## src/rtl/core/iaidf_pkg.sv

```systemverilog
// Shared constants, codes and types for the indexed array insert/delete/find block.
package iaidf_pkg;

  localparam int DEPTH  = 64;
  localparam int IDX_W  = (DEPTH > 1) ? $clog2(DEPTH) : 1;
  localparam int POS_W  = $clog2(DEPTH + 1);
  localparam int DATA_W = 32;
  localparam int FUNC_W = 2;

  // priority search groups
  localparam int GRP    = 8;
  localparam int SUB_W  = $clog2(GRP);
  localparam int NGRP   = (DEPTH + GRP - 1) / GRP;

  typedef enum logic [FUNC_W-1:0] {
    FN_INSERT = 2'd0,
    FN_DELETE = 2'd1,
    FN_FIND   = 2'd2
  } func_t;

  typedef enum logic [1:0] {
    ST_OK    = 2'd0,
    ST_FULL  = 2'd1,
    ST_RANGE = 2'd2
  } status_t;

  typedef enum logic [1:0] {
    S_IDLE,
    S_EXEC,
    S_GRP,
    S_FIN
  } state_t;

  typedef struct packed {
    logic load;     // take the operand value
    logic take_lo;  // take the lower neighbor's entry (insert shift)
    logic take_hi;  // take the upper neighbor's entry (delete shift)
  } cell_ctl_t;

endpackage

```

## src/rtl/core/iaidf_cell.sv

```systemverilog
// One storage cell of the shift array: holds an entry, shifts, compares.
module iaidf_cell (
  input  logic                            clk,
  input  iaidf_pkg::cell_ctl_t            ctl,
  input  logic signed [iaidf_pkg::DATA_W-1:0] op_val,
  input  logic signed [iaidf_pkg::DATA_W-1:0] lo_entry,
  input  logic signed [iaidf_pkg::DATA_W-1:0] hi_entry,
  output logic signed [iaidf_pkg::DATA_W-1:0] entry,
  output logic                            match
);
  import iaidf_pkg::*;

  logic signed [DATA_W-1:0] entry_r;
  logic signed [DATA_W-1:0] entry_nxt;

  always_comb begin
    entry_nxt = entry_r;
    if (ctl.load) begin
      entry_nxt = op_val;
    end else if (ctl.take_lo) begin
      entry_nxt = lo_entry;
    end else if (ctl.take_hi) begin
      entry_nxt = hi_entry;
    end
  end

  always_ff @(posedge clk) begin
    entry_r <= entry_nxt;
  end

  assign entry = entry_r;
  assign match = (entry_r == op_val);

endmodule

```

## config.mk

```make
export PLATFORM = sky130hd
export DESIGN_NAME = iaidf_cell
export DESIGN_NICKNAME = d
export VERILOG_FILES = /design/src/rtl/core/iaidf_pkg.sv /design/src/rtl/core/iaidf_cell.sv
export SDC_FILE = /design/constraint.sdc
export NUM_CORES = 1
export LEC_CHECK = 0
export BUFFER_PORTS_ARGS = -buffer_cell sky130_fd_sc_hd__buf_2
export CAP_MARGIN = 5
export CORE_ASPECT_RATIO = 0.8
export CORE_UTILIZATION = 30
export DETAILED_ROUTE_END_ITERATION = 12
export GPL_TIMING_DRIVEN = 1
export PLACE_DENSITY_LB_ADDON = 0.3
export RECOVER_POWER = 50
export SLEW_MARGIN = 20
export SYNTH_ARGS = -nofsm -noshare
export SYNTH_HDL_FRONTEND = slang
export SYNTH_SLANG_ARGS = --single-unit
```

## constraint.sdc

```tcl
create_clock -name clk -period 2 [get_ports clk]
set_clock_uncertainty 0.1 [all_clocks]
set_input_delay 0 -clock clk [delete_from_list [all_inputs] [get_ports clk]]
set_output_delay 0 -clock clk [all_outputs]
set_load 0.01 [all_outputs]
```

==> run_results.csv <==
group,metric,value,unit
run_status,outcome,"finished with violations",
run_status,violations,"hold timing",
synth,ys_ff_latch,32,
grt,grt_max_degree,37,
route,vias,1975,
synth,yosysWarningCount,0,
synth,synth_area,0.001984,mm2
clock_network,numCtsBuffers,5,
clock_network,clk_pin_slew_worst_paths,0.07,ns
route,drt_iter0_drc,72,
pwr,power_density,576.0,mW/mm2
sta,fin_crit,1.808,ns
critical_path,setup.worst_path.class,"reg2out",
critical_path,startpoint,"entry[25]",
pwr,irDropWorstVdd,0.0003078,V
critical_path,cp_max_fo,2,
sta,rsz0062_at_grt,"false",
critical_path,path_cells,"xor2_1 -> nor4_1 -> nand4_1 -> nor2_1 -> buf_2",
grt,grt_pass1_wl,8728,um
critical_path,crit_required,1.90,ns
synth,syn_nets,283,
floorplanning,io_pins,133,
route,wl_per_cell,12.76,um
placed_design,place_congestion,0.7076,
floorplanning,core,0.006376,mm2
clock_network,cts_sinks,32,
sta,clock.fmax,553.0,MHz
run,drv_cap,0,
sta,finalSetupTns,0,ns
route,drc,0,
final_layout,layout-drive-gt1-share,0.3005,
floorplanning,rows,26,
synth,ys_seq_area_frac,0.4842,
grt,grt_pass1_vias,1893,
route,routed_via_density,4.389,
pwr,power.leakage,1.492,nW
floorplanning,die_width,92.93,um
clock_network,h-tree-depth,2,
critical_path,critPathArrivalTime,1.71,ns
clock_network,clockBufferDepth,2,
sta,fin_hold_ws,-0.003036,ns
placed_design,port_buffers,132,
placed_design,post-place-cells,395,
floorplanning,die_h,74.75,um
final_layout,design_area,0.003256,mm2
final_layout,diodes,0,
placed_design,post-place-ws,0.4419,ns
final_layout,areaGrowthSynthToFinish,64.06,%
route,ant_nets,0,
placed_design,placed_area,0.002745,mm2
final_layout,largest_reg_flops,32,
clock_network,cts_root_buf,"clkbuf_8",
worst_hold_path,min_path_type,"in2reg",
critical_path,crit_path_start_kind,"flop",
final_layout,final_nets,465,
sta,drv_slew,0,
sta,final_hold_viol_count,1,
critical_path,cp_slowest_cell,"edfxtp_1",
critical_path,crit_path_max_incr_delay,0.41,ns
synth,syn_avg_cell_area,10.84,um2
placed_design,dp_hpwl,4147,um
critical_path,path_buf_inv,1,
sta,slew_headroom,0.4968,
grt,globalRouteOverflowTotal,0,
worst_hold_path,hp-start,"hi_entry[3]",
floorplanning,initial_core_util,0.3112,
pwr,power,1.875,mW
final_layout,instances_no_fill,450,
floorplanning,floorplan.die_area,0.006946,mm2
clock_network,cts_tree,"built",
grt,grt.total_usage,0.1642,
sta,post-route-period-util,0.9042,
final_layout,final_util,0.5106,
grt,antenna_found_initial,0,
synth,postSynthCellCount,183,
sta,setup_ws,0.1915,ns
route,wl,5744,um
sta,worstMarginPinSlew,0.7548,ns
critical_path,crit_path_end_kind,"output pin",
clock_network,postCtsSetupRepairBufs,0,
synth,ys_types,13,
route,firstDrtPassIters,4,
final_layout,nFillCells,624,
sta,setup_viol,0,
critical_path,path_delay_family,"simple AND/OR/NAND/NOR gates",
[placed cells by master, fill, tap and decap left out]
cell	synthesis	routed
mux2i_1	32	32
edfxtp_1	32	32
or3_1	1	1
nand4_1	2	2
nand2_1	32	32
clkinv_1	0	1
nor2_1	1	1
buf_12	0	1
clkbuf_8	0	5
clkbuf_1	5	37
dlygate4sd3_1	0	47
buf_2	2	98
xor2_1	32	32
buf_4	1	5
o21ai_0	32	32
nor4_1	8	7
nor4_2	0	1
[final timing paths]
kind	endpoint	slack (ns)	cells after the start
worst min-delay path	entry[3]	-0.003	3
worst max-delay path	match	0.19	5
[worst min-delay path, cell delays in order]
cell and delay [ns]:
buf_2 0.07, mux2i_1 0.06, o21ai_0 0.13
[Yosys cell counts (all sizes together)]
cell / number / area share
buf: 6 / 0.026
clkbuf: 5 / 0.0095
edfxtp: 32 / 0.48
mux2i: 32 / 0.16
nand2: 32 / 0.061
nand4: 2 / 0.0063
nor2: 1 / 0.0019
nor4: 8 / 0.025
o21ai: 32 / 0.081
or3: 1 / 0.0032
xor2: 32 / 0.14
[power breakdown]
group / switching [mW] / internal [mW] / total (mW)
clock network: 0.227 / 0.242 / 0.469
logic: 0.249 / 0.275 / 0.524
registers: 0.0499 / 0.831 / 0.881
total: 0.526 / 1.35 / 1.88
[logic make-up after synthesis]
kind of cell / synth area share
AND/OR/NAND/NOR: 0.09710
AO/OA/AOI/OAI: 0.08070
multiplexers: 0.1614
flip-flops: 0.4842
XOR/XNOR: 0.1412
buffers and inverters: 0.03531
[timing repair]
action,CTS,global route
setup endpoints to repair,0,1
resized for setup,0,1
hold endpoints to repair,32,0
hold buffers,47,0
[cell type report]
type	count	area (um2)	area share
Tap cell	84	105.1	0.03228
Multi-Input combinational cell	140	959.7	0.2948
Clock buffer	7	76.32	0.02344
Clock inverter	1	3.754	0.001153
Timing Repair Buffer	186	1150	0.3532
Sequential cell	32	960.9	0.2952
[per-layer routing]
layer / part of all wire / wire length (um) / vias up / track usage
met3: 0.059 / 337 / 2 / 0.03737
met2: 0.48 / 2761 / 79 / 0.2958
li1: - / - / 1022 / -
met1: 0.46 / 2625 / 872 / 0.2042
met4: 0.0033 / 19 / 0 / 0.03590
met5: 0 / 0 / - / 0
Note: power is estimated with default switching activity, not from simulation.
