### src/rtl/core/iaidf_pkg.sv
// Shared constants, codes and types for the indexed array insert/delete/find block.
package iaidf_pkg;

  localparam int DEPTH  = 64;
  localparam int IDX_W  = (DEPTH > 1) ? $clog2(DEPTH) : 1;
  localparam int POS_W  = $clog2(DEPTH + 1);
  localparam int DATA_W = 32;
  localparam int FUNC_W = 2;

  // priority search groups
  localparam int GRP    = 8;
  localparam int SUB_W  = $clog2(GRP);
  localparam int NGRP   = (DEPTH + GRP - 1) / GRP;

  typedef enum logic [FUNC_W-1:0] {
    FN_INSERT = 2'd0,
    FN_DELETE = 2'd1,
    FN_FIND   = 2'd2
  } func_t;

  typedef enum logic [1:0] {
    ST_OK    = 2'd0,
    ST_FULL  = 2'd1,
    ST_RANGE = 2'd2
  } status_t;

  typedef enum logic [1:0] {
    S_IDLE,
    S_EXEC,
    S_GRP,
    S_FIN
  } state_t;

  typedef struct packed {
    logic load;     // take the operand value
    logic take_lo;  // take the lower neighbor's entry (insert shift)
    logic take_hi;  // take the upper neighbor's entry (delete shift)
  } cell_ctl_t;

endpackage

### src/rtl/core/iaidf_find.sv
// Two-stage registered priority search for the lowest matching cell.
module iaidf_find (
  input  logic                        clk,
  input  logic [iaidf_pkg::DEPTH-1:0] match_i,
  output logic                        hit,
  output logic [iaidf_pkg::IDX_W-1:0] hit_idx
);
  import iaidf_pkg::*;

  logic [NGRP*GRP-1:0] match_r;
  logic [NGRP*GRP-1:0] match_nxt;
  logic [NGRP-1:0]     grp_any_r;
  logic [NGRP-1:0]     grp_any_nxt;
  logic [SUB_W-1:0]    grp_sub_r   [NGRP];
  logic [SUB_W-1:0]    grp_sub_nxt [NGRP];

  always_comb begin
    match_nxt = '0;
    match_nxt[DEPTH-1:0] = match_i;
  end

  // stage 1: lowest hit inside each group of eight
  always_comb begin
    for (int g = 0; g < NGRP; g++) begin
      grp_any_nxt[g] = 1'b0;
      grp_sub_nxt[g] = '0;
      for (int j = GRP - 1; j >= 0; j--) begin
        if (match_r[g*GRP + j]) begin
          grp_any_nxt[g] = 1'b1;
          grp_sub_nxt[g] = SUB_W'(j);
        end
      end
    end
  end

  always_ff @(posedge clk) begin
    match_r   <= match_nxt;
    grp_any_r <= grp_any_nxt;
    grp_sub_r <= grp_sub_nxt;
  end

  // stage 2: lowest group with a hit
  always_comb begin
    hit     = 1'b0;
    hit_idx = '0;
    for (int g = NGRP - 1; g >= 0; g--) begin
      if (grp_any_r[g]) begin
        hit     = 1'b1;
        hit_idx = IDX_W'(g*GRP + int'(grp_sub_r[g]));
      end
    end
  end

endmodule

### config.mk
export PLATFORM = sky130hd
export DESIGN_NAME = iaidf_find
export DESIGN_NICKNAME = d
export VERILOG_FILES = /design/src/rtl/core/iaidf_pkg.sv /design/src/rtl/core/iaidf_find.sv
export SDC_FILE = /design/constraint.sdc
export NUM_CORES = 1
export LEC_CHECK = 0
export BUFFER_PORTS_ARGS = -buffer_cell sky130_fd_sc_hd__buf_4
export CAP_MARGIN = 40
export CELL_PAD_IN_SITES_DETAIL_PLACEMENT = 0
export CELL_PAD_IN_SITES_GLOBAL_PLACEMENT = 1
export CORE_AREA = 5 5 96 98
export CTS_BUF_LIST = sky130_fd_sc_hd__clkbuf_8
export DETAILED_ROUTE_END_ITERATION = 16
export DIE_AREA = 0 0 101 103
export GPL_ROUTABILITY_DRIVEN = 0
export GPL_TIMING_DRIVEN = 0
export HOLD_SLACK_MARGIN = 0.08
export PLACE_DENSITY_LB_ADDON = 0.1
export SYNTH_ARGS = -nofsm -noshare
export SYNTH_HDL_FRONTEND = slang
export SYNTH_SLANG_ARGS = --single-unit
### constraint.sdc
create_clock -name clk -period 1.5 [get_ports clk]
set_input_delay 0.3 -clock clk [delete_from_list [all_inputs] [get_ports clk]]
set_output_delay 0.3 -clock clk [all_outputs]
set_load 0.005 [all_outputs]
==> qor.csv <==
stage,metric,value,unit
floorplan,Chip Width,101,um
synthesis,distinct cell type count of the synthesized netlist,25,
critical_path,"delay-heaviest family, CP",flip-flops,
floorplan,Initial Utilization,33.68,%
critical_path,startpoint class of the critical path,register,
critical_path,cell chain of the critical path,nand3b_1 -> a21oi_2 -> nor4_2 -> o221ai_1 -> buf_4,
place,total half-perimeter wirelength after legalization and detailed placement,3791,um
synthesis,top-area cell type share of the netlist area,68.09,%
floorplan,Cell Rows,34,
global_routing,antenna violations before repair,0,
critical_path,Required @ worst endpoint,1.20,ns
floorplan,DIE HEIGHT,103,um
place,Area after DPL,3491,um^2
cts,Max Buffers Root-to-Sink,2,
timing,least setup slack across all paths after layout,-0.2489,ns
floorplan,die area,10400,um^2
global_routing,global-route wire length before repair,9239,um
cts,worst skew pair latency,0.35,ns
run_status,violated checks,negative setup slack,
timing,max-slew violation count,0,
cts,CTS tree,built,
run_status,outcome,"finished, violations left",
layout,cell area after layout,4471,um^2
synthesis,cell accounting for the most synthesized area,sky130_fd_sc_hd__dfxtp_1,
power,Power per Cell Area,1172,nW/um^2
power,total power consumption of the routed design,5.241,mW
cts,clock root buffer,sky130_fd_sc_hd__clkbuf_8,
critical_path,worst reg2reg startpoint,match_r[44],
timing,tightest slew margin relative to the limit,72.13,%
routing,vias after detailed routing,2250,
routing,number of nets still failing antenna checks after routing,0,
routing,routed wire length per instance,10.82,um
timing,final hold viol count,0,
layout,number of nets in the final layout,478,
critical_path,stage delay of the slowest cell on the critical path,0.39,ns
layout,filler instances,757,
layout,total inserted antenna cells,0,
global_routing,overall global routing resource usage,11.65,%
place,post-placement cell count,444,
layout,Multi-input gate area,840.8,um^2
synthesis,Synthesis Warnings,0,
critical_path,type of the worst setup path,reg2out,
timing,share of the clock period used by the worst path,116.6,%
cts,CTS buffer count,9,
timing,worst slew pin tran,0.4143,ns
critical_path,WP buf/inv,1,
place,setup slack at placement,0.01571,ns
global_routing,via count of the first global-routing pass,2189,
layout,final core utilization,53.34,%
synthesis,number of standard cells after synthesis,265,
synthesis,average footprint of a synthesized cell,10.65,um^2
synthesis,synth top area cells,"sky130_fd_sc_hd__dfxtp_1 (68%), sky130_fd_sc_hd__nor3_1 (4.3%), sky130_fd_sc_hd__a21oi_1 (3.9%)",
routing,number of DRC markers after the initial detailed-route iteration,34,
cts,clock-pin slew on the worst setup and hold paths,0.09,ns
layout,FF+latch area,1939,um^2
layout,Post-Layout Cell Count,525,
cts,# clock sinks,96,
routing,first-pass detailed-route iteration total,4,
critical_path,"Max stage delay cell, worst path",sky130_fd_sc_hd__dfxtp_4,
floorplan,CORE AREA,8381,um^2
layout,synth-to-layout area growth,58.38,%
synthesis,Post-Syn Nets,330,
routing,remaining design rule violation count,0,
hold_path,hold path start,match_r[32],
global_routing,global route total overflow,0,
place,count of buffers from port buffering,71,
global_routing,pin count of the biggest net entering global routing,17,
floorplan,number of primary I/O pins,72,
timing,maximum achievable frequency,571.8,MHz
critical_path,element type at the critical path end,output port,
routing,total wire length after detailed routing,5680,um
flow_run,maxcap violations,0,
timing,unrepaired setup endpoints after global routing,yes,
timing,endpoints failing setup,7,
synthesis,netlist area before placement,2823,um^2
cts,CTS H-tree lvls,3,
layout,share of layout cells above drive strength 1,25.66,%
critical_path,worst endpoint data arrival time,1.45,ns
routing,Via density,4.286,
synthesis,sequential-to-total area share from yosys stat,68.09,%
synthesis,register bit count reported by yosys,96,
hold_path,worst min-delay path category,reg2reg,
critical_path,startpoint of the worst setup timing path,grp_any_r[6],
timing,final critical path time including I/O delays and setup,1.749,ns
timing,skew final,0.007061,ns
critical_path,worst-path fanout max,8,
power,Pleak,1.907,nW
power,peak supply drop,523.1,uV
sequential cells by signal, indices dropped and copies added, names as in the netlist:
register	flops
grp_sub_r	24
grp_any_r	8
match_r	64
layout by cell type (no fill, tap or decap), drive strengths merged, types with 4 or more instances in the layout:
master	count
nand2b	9
clkbuf	9
nand3	4
o21ai	4
buf	75
dfxtp	96
a21oi	22
o21bai	8
inv	23
nor3	24
nor2	15
nor4	18
nand2	20
nor2b	11
dlygate4sd3	64
bufinv	4
timing repair:
action | 4_1_cts | 5_1_grt
setup buffers | 2 | 0
endpoints found under the setup margin | 7 | 7
hold buffers | 64 | 0
pin swaps | 8 | 6
cloned | 0 | 0
gates resized for setup | 25 | 1
endpoints found under the hold margin | 64 | 0
synth_stat cells, drive strengths merged:
master / instances
o21ai: 4
a31oi: 2
nand3b: 2
nand2b: 9
nor2: 15
nor3: 24
a21oi: 22
dfxtp: 96
o22ai: 1
a22o: 1
o221ai: 1
o211ai: 2
nor4: 18
nand3: 4
o31ai: 1
nand2: 20
o21bai: 8
buf: 2
a21boi: 1
nor2b: 11
inv: 21
worst reg2reg max path, delay by kind of cell (launching register included):
family,cells,cell delay (ns)
and+or+nand+nor,2,0.54
DFF,1,0.33
per-layer routing:
metal / vias up / share of wire, % / global-route usage (%)
met4: 0 / 2.0 / 5.828
met3: 10 / 5.9 / 3.924
met2: 49 / 48 / 20.35
met5: - / 0 / 0
met1: 985 / 44 / 12.64
li1: 1206 / - / -
final cells by class:
| class | count | area share (%) |
|---|---|---|
| multi-input combinational | 146 | 18.81 |
| buffer | 2 | 0.5038 |
| inverter | 21 | 1.763 |
| tap | 108 | 3.023 |
| timing repair buffer | 137 | 26.67 |
| clock inverter | 6 | 3.079 |
| sequential | 96 | 43.38 |
| clock buffer | 9 | 2.771 |
worst paths after layout:
path                   to  slack, ns  cells past startpoint
min reg2reg  grp_sub_r[9]       0.45                      1
max            hit_idx[1]      -0.25                      5
max reg2reg  grp_any_r[5]       0.50                      2
min          grp_sub_r[9]       0.45                      1
per-stage QoR:
stage | TNS (ns) | hold WS [ns]
CTS | -1.387 | 0.4525
finish | -1.206 | 0.4516
global route | -1.956 | 0.4762
floorplan | 0 | 0.3277
global placement | 0 | 0.4047
detailed placement | 0 | 0.4056
report_power, final:
group	total, mW	internal (mW)	leakage [nW]	switching [mW]
sequential	2.74	2.67	0.802	0.0743
clock	2.13	1.28	0.130	0.849
combinational	0.372	0.274	0.975	0.0984
total	5.24	4.22	1.91	1.02
cell families (layout without fill, tap and decap cells):
logic type	Yosys count	in the layout	synth area share [%]
buffers and inverters	23	175	3.324
AO/OA/AOI/OAI	43	43	9.442
AND/OR/NAND/NOR	103	103	19.15
flip-flops	96	96	68.08
(Power assumes the default switching activity.)
